===== src/rtl/ppst_pkg.sv =====
// ---------------------------------------------------------------------------
// ppst_pkg
// Shared widths, register indexes, reset values and sideband types.
// ---------------------------------------------------------------------------
package ppst_pkg;

  localparam int FRAC_BITS = 16;

  localparam int CNT_W   = 16;
  localparam int CRD_W   = 24;
  localparam int REG_W   = 23;
  localparam int ANG_W   = 24;
  localparam int MAG_W   = 24;
  localparam int SQR_W   = 2 * MAG_W;        // one squared magnitude
  localparam int RAD_W   = SQR_W + 1;        // sum of two squares
  localparam int ROOT_W  = 25;
  localparam int SQ_REM_W = ROOT_W + 3;
  localparam int NUM_W   = REG_W + MAG_W + 1;
  localparam int DEN_W   = REG_W + ROOT_W;
  localparam int QW      = ANG_W;            // quotient bits before clamp
  localparam int NW      = NUM_W + FRAC_BITS;
  localparam int LIM2_W  = 2 * REG_W;
  localparam int CFG_IDX_W = 3;

  typedef enum logic [CFG_IDX_W-1:0] {
    CFG_NEAR_LIMIT      = 3'd0,
    CFG_MID_LIMIT       = 3'd1,
    CFG_FAR_LIMIT       = 3'd2,
    CFG_CRUISE_SPEED    = 3'd3,
    CFG_LOOKAHEAD_SHORT = 3'd4,
    CFG_LOOKAHEAD_MID   = 3'd5,
    CFG_LOOKAHEAD_LONG  = 3'd6
  } cfg_idx_t;

  localparam logic [REG_W-1:0] RST_NEAR_LIMIT      = 23'd196608;
  localparam logic [REG_W-1:0] RST_MID_LIMIT       = 23'd327680;
  localparam logic [REG_W-1:0] RST_FAR_LIMIT       = 23'd524288;
  localparam logic [REG_W-1:0] RST_CRUISE_SPEED    = 23'd13107;
  localparam logic [REG_W-1:0] RST_LOOKAHEAD_SHORT = 23'd65667;
  localparam logic [REG_W-1:0] RST_LOOKAHEAD_MID   = 23'd99615;
  localparam logic [REG_W-1:0] RST_LOOKAHEAD_LONG  = 23'd137626;

  localparam logic [ANG_W-1:0] LIM_POS = 24'h7FFFFF;
  localparam logic [ANG_W-1:0] LIM_NEG = 24'h800000;

  typedef struct packed {
    logic [NUM_W-1:0] num;
    logic [REG_W-1:0] look;
    logic [REG_W-1:0] lin;
    logic             zero;
    logic             neg;
  } sq_side_t;

  typedef struct packed {
    logic [REG_W-1:0] lin;
    logic             zero;
    logic             neg;
    logic             sat;
  } dv_side_t;

endpackage


===== src/rtl/ppst_sqrt.sv =====
// ---------------------------------------------------------------------------
// ppst_sqrt
// Pipelined integer square root, one result bit per stage.
// ---------------------------------------------------------------------------
module ppst_sqrt import ppst_pkg::*; (
  input  logic              clk,
  input  logic              rst,
  input  logic              en,
  input  logic              in_valid,
  input  logic [RAD_W-1:0]  in_rad,
  input  sq_side_t          in_side,
  output logic              out_valid,
  output logic [ROOT_W-1:0] out_root,
  output sq_side_t          out_side
);

  logic                    v    [ROOT_W+1];
  logic [SQ_REM_W-1:0]     rem  [ROOT_W+1];
  logic [ROOT_W-1:0]       root [ROOT_W+1];
  logic [2*ROOT_W-1:0]     rad  [ROOT_W+1];
  sq_side_t                side [ROOT_W+1];

  for (genvar k = 0; k < ROOT_W; k++) begin : g_stage
    logic                cur_v;
    logic [SQ_REM_W-1:0] cur_rem;
    logic [ROOT_W-1:0]   cur_root;
    logic [2*ROOT_W-1:0] cur_rad;
    sq_side_t            cur_side;
    logic [SQ_REM_W-1:0] t_rem;
    logic [SQ_REM_W-1:0] trial;
    logic [SQ_REM_W-1:0] n_rem;
    logic [ROOT_W-1:0]   n_root;

    if (k == 0) begin : g_first
      assign cur_v    = in_valid;
      assign cur_rem  = '0;
      assign cur_root = '0;
      assign cur_rad  = (2*ROOT_W)'(in_rad);
      assign cur_side = in_side;
    end else begin : g_next
      assign cur_v    = v[k];
      assign cur_rem  = rem[k];
      assign cur_root = root[k];
      assign cur_rad  = rad[k];
      assign cur_side = side[k];
    end

    assign t_rem = {cur_rem[SQ_REM_W-3:0], cur_rad[2*ROOT_W-1 -: 2]};
    assign trial = SQ_REM_W'({cur_root, 2'b01});

    always_comb begin
      if (t_rem >= trial) begin
        n_rem  = t_rem - trial;
        n_root = {cur_root[ROOT_W-2:0], 1'b1};
      end else begin
        n_rem  = t_rem;
        n_root = {cur_root[ROOT_W-2:0], 1'b0};
      end
    end

    always_ff @(posedge clk) begin
      if (rst) begin
        v[k+1] <= 1'b0;
      end else if (en) begin
        v[k+1] <= cur_v;
      end
      if (en) begin
        rem[k+1]  <= n_rem;
        root[k+1] <= n_root;
        rad[k+1]  <= {cur_rad[2*ROOT_W-3:0], 2'b00};
        side[k+1] <= cur_side;
      end
    end
  end

  // stage zero reads the inputs directly; these unused entries are tied to zero
  assign v[0]    = 1'b0;
  assign rem[0]  = '0;
  assign root[0] = '0;
  assign rad[0]  = '0;
  assign side[0] = '0;

  assign out_valid = v[ROOT_W];
  assign out_root  = root[ROOT_W];
  assign out_side  = side[ROOT_W];

endmodule


===== config.mk =====
export PLATFORM = sky130hd
export DESIGN_NAME = ppst_sqrt
export DESIGN_NICKNAME = d
export VERILOG_FILES = /design/src/rtl/ppst_pkg.sv /design/src/rtl/ppst_sqrt.sv
export SDC_FILE = /design/constraint.sdc
export NUM_CORES = 2
export LEC_CHECK = 0
export BUFFER_PORTS_ARGS = -buffer_cell sky130_fd_sc_hd__buf_2
export CAP_MARGIN = 15
export CORE_MARGIN = 5
export CORE_UTILIZATION = 50
export DETAILED_ROUTE_END_ITERATION = 8
export GPL_TIMING_DRIVEN = 0
export PLACE_DENSITY_LB_ADDON = 0.12
export SLEW_MARGIN = 15
export SYNTH_ARGS = -nofsm -noshare
export SYNTH_HDL_FRONTEND = slang
export SYNTH_SLANG_ARGS = --single-unit
export TNS_END_PERCENT = 5

===== constraint.sdc =====
create_clock -name clk -period 7.6 [get_ports clk]
set_clock_uncertainty 0.05 [all_clocks]
set_input_delay 0.38 -clock clk [delete_from_list [all_inputs] [get_ports clk]]
set_output_delay 0.38 -clock clk [all_outputs]
set_load 0.005 [all_outputs]

==> flow_summary_export.csv <==
group,metric,value,unit
sta,final_hold_viol_count,0,
critical_path,critPathCaptureType,"flop",
cells_and_area,fin_nets,9046,
route,drcViolationCount,0,
cts,tritoncts,"yes",
route,final_antenna_net_count,0,
cts,cts.sinks,3934,
synthesis,ys.warnings.count,0,
synthesis,synth_cell_types,82,
critical_path,arrival,5.25,ns
cells_and_area,syn_to_final_growth,14.7,%
placed_design,hpwlAfterDp,128000,um
floorplanning,io-pin-count,271,
power_and_ir_drop,powerDensity,304,mW/mm^2
cts,htree_levels,5,
floorplanning,die_height,543,um
sta,final.setup.tns,0,ns
synthesis,synth-seq-area-share,83.0,%
floorplanning,core_area,0.283,sq mm
critical_path,worst-path-max-fanout,10,
critical_path,cp.required,8.10,ns
synthesis,syn_area,0.142,sq mm
synthesis,synth_simple_gate_area_share,4.57,%
cts,clkSlewWorstSetupHoldPaths,0.06,ns
synthesis,synth_edf_count,3909,
cells_and_area,n_fill_cell,21200,
synthesis,synth_top_family_by_area,"simple AND/OR/NAND/NOR gates",
sta,post-route-period-util,62.5,%
sta,final-setup-viol-count,0,
status,status,"completed",
run,max_cap_viol_count,0,
synthesis,yosys.area_share.adder,3.08,%
synthesis,syn_inst,7706,
critical_path,startpoint_type,"flop",
placed_design,globalplace.congestion,0.910,
sta,fin_ws,2.85,ns
critical_path,worstSetupPathType,"reg2reg",
placed_design,portBuffers,269,
floorplanning,fp-row-count,195,
sta,layout_min_cycle_time,4.75,ns
global_routing,grt_max_degree,166,
cells_and_area,post_layout_nonfiller_instances,12600,
cts,cts_resized,0,
synthesis,synthXorXnorAreaFrac,2.93,%
sta,relSlewSlack,28.2,%
placed_design,place_ws,2.55,ns
hold_path,min_path_type,"in2reg",
floorplanning,dieArea,0.295,sq mm
sta,final_max_slew_viol_count,0,
floorplanning,initial_utilization,50.3,%
power_and_ir_drop,peakVddDrop,0.000233,V
synthesis,ys_async_sr_fraction,0,%
route,vias,63600,
cts,clock_path_buffers,4,
cells_and_area,drive_gt1_share,10.7,%
synthesis,syn_area_per_cell,18.4,sq um
route,wl,205000,um
synthesis,synthFlopType,"edfxtp_1",
route,drt_iter0_markers,4137,
cts,cts_buffers,394,
cts,root_buffer,"clkbuf_16",
global_routing,grt_pass1_vias,64100,
global_routing,grt_overflow,0,
synthesis,syn-num-nets,8205,
sta,grt_setup_unrepaired,"false",
placed_design,placed_cells,11700,
route,vias_per_cell,5.04,
synthesis,synth-seq-cells,3934,
power_and_ir_drop,p_leak,0.0587,uW
synthesis,synthMuxAreaShare,0.708,%
synthesis,synth-compound-area-share,4.36,%
sta,worst_pin_slew,1.08,ns
route,avgRoutedWirePerCell,16.2,um
global_routing,antenna_found_initial,4,
cts,clk_latency,0.90,ns
global_routing,grt_pass1_wl,331000,um
global_routing,grt_use_total,13.7,%
sta,fmax,0.211,GHz
route,first_pass_iters,8,
floorplanning,die_w,543,um
synthesized netlist by cell type, types with 47 or more instances:
| cell type | n | area (sq um) |
|---|---|---|
| edfxtp_1 | 3909 | 117000 |
| inv_1 | 433 | 1630 |
| nor2_1 | 397 | 1490 |
| a21oi_1 | 355 | 1780 |
| ha_1 | 350 | 4380 |
| nand2_1 | 294 | 1100 |
| xnor2_1 | 253 | 2220 |
| o21ai_0 | 230 | 1150 |
| xor2_1 | 223 | 1950 |
| nor3_1 | 129 | 646 |
| a21o_1 | 102 | 766 |
| nand3_1 | 90 | 450 |
| clkbuf_1 | 77 | 289 |
| nand2b_1 | 71 | 444 |
| o21a_1 | 70 | 526 |
| nor4_1 | 61 | 382 |
| mux2_2 | 60 | 676 |
| nor2b_1 | 53 | 332 |
| nand4_1 | 52 | 325 |
| or3_1 | 47 | 294 |
logic make-up (layout without fill, tap and decap cells):
kind of cell    after synthesis  after routing
simple gates               1331           1331
flops                      3934           3934
compound gates              999            999
buf+inv                     522           1689
mux                          93             93
fa+ha+maj                   350            350
other cells                   1              4
xor+xnor                    476            476
critical path, cell delays in order (launching register included):
cell and delay [ns]:
edfxtp_1 0.40, inv_1 0.06, ha_1 0.34, a21oi_1 0.19, o21ai_0 0.20, a222oi_1 0.46
a21oi_1 0.24, o21ai_0 0.42, a21oi_1 0.14, nor3_1 0.63, clkbuf_1 0.52, clkbuf_1 0.59
o21ai_0 0.20
registers in the layout (all words and copies together) (netlist names):
| signal | flops |
|---|---|
| g_stage.cur_rem | 584 |
| g_stage.cur_v | 24 |
| g_stage.cur_rad | 600 |
| out_root | 25 |
| out_side | 96 |
| out_valid | 1 |
| g_stage.cur_side | 2304 |
| g_stage.cur_root | 300 |
per-layer routing:
layer  share of wire [%]  vias up  track usage (%)
met1                  43    30800             17.6
met3                 3.6      537             2.06
li1                    -    31200                -
met5                   0        -                0
met2                  49     1125             23.1
met4                 4.4        0             6.31
timing repair:
action / in CTS / in global routing
setup buffers: 0 / 0
hold buffers: 149 / 0
endpoints found under the hold margin: 287 / 0
cell type report:
class	instances	area, sq um	area share (%)
sequential	3934	118000	72.3
inverter	435	1630	1.00
multi-input combinational	3250	22200	13.7
antenna	3	7.51	0.00461
buffer	87	343	0.210
clock buffer	476	10200	6.25
timing repair buffer	445	3600	2.21
tap	3743	4680	2.87
clock inverter	246	2380	1.46
layout by cell type (no fill, tap or decap), types with 21 or more instances in the layout:
cell / n
nor2b_1: 53
nand2_1: 294
buf_2: 269
a21o_1: 102
buf_16: 27
ha_1: 350
mux2i_1: 33
a211oi_1: 31
o21ai_0: 230
inv_1: 433
nand2b_1: 71
dlygate4sd3_1: 149
clkinv_2: 72
nor2_1: 397
o211ai_1: 21
xor2_1: 223
clkbuf_1: 158
clkbuf_16: 395
nor4_1: 61
o21a_1: 70
xnor2_1: 253
mux2_2: 60
o21bai_1: 35
or2_2: 28
dfxtp_1: 25
or4_1: 30
a21oi_1: 355
clkinv_1: 100
bufinv_16: 33
edfxtp_1: 3909
nand3_1: 90
nand4_1: 52
or3_1: 47
nor3_1: 129
stage by stage:
step | utilization (%) | hold WS (ns) | instance area [sq um] | power, uW
2_1_floorplan | - | 0.350 | 142000 | 29800
4_1_cts | 57.7 | 0.0159 | 163000 | 50200
3_3_place_gp | 52.4 | 0.350 | 148000 | 33700
6_report | 57.7 | 0.127 | 163000 | 49500
3_5_place_dp | 52.7 | 0.355 | 149000 | 31400
5_1_grt | 57.7 | 0.0620 | 163000 | 51800
power by group:
part	internal (uW)	switching (uW)
registers	26000	730
clock network	10700	7780
logic	1770	2470
path summary, 6_finish.rpt:
| path | start | endpoint | slack [ns] | cells past startpoint |
|---|---|---|---|---|
| setup / recovery | g_stage[19].cur_root[3] | g_stage[20].cur_rem[19] | 2.85 | 12 |
| hold / removal | in_side[2] | g_stage[1].cur_side[2] | 0.13 | 2 |
| setup reg to reg | g_stage[19].cur_root[3] | g_stage[20].cur_rem[19] | 2.85 | 12 |
| hold reg to reg | g_stage[20].cur_side[26] | g_stage[21].cur_side[26] | 0.32 | 0 |
(Power assumes the default switching activity.)
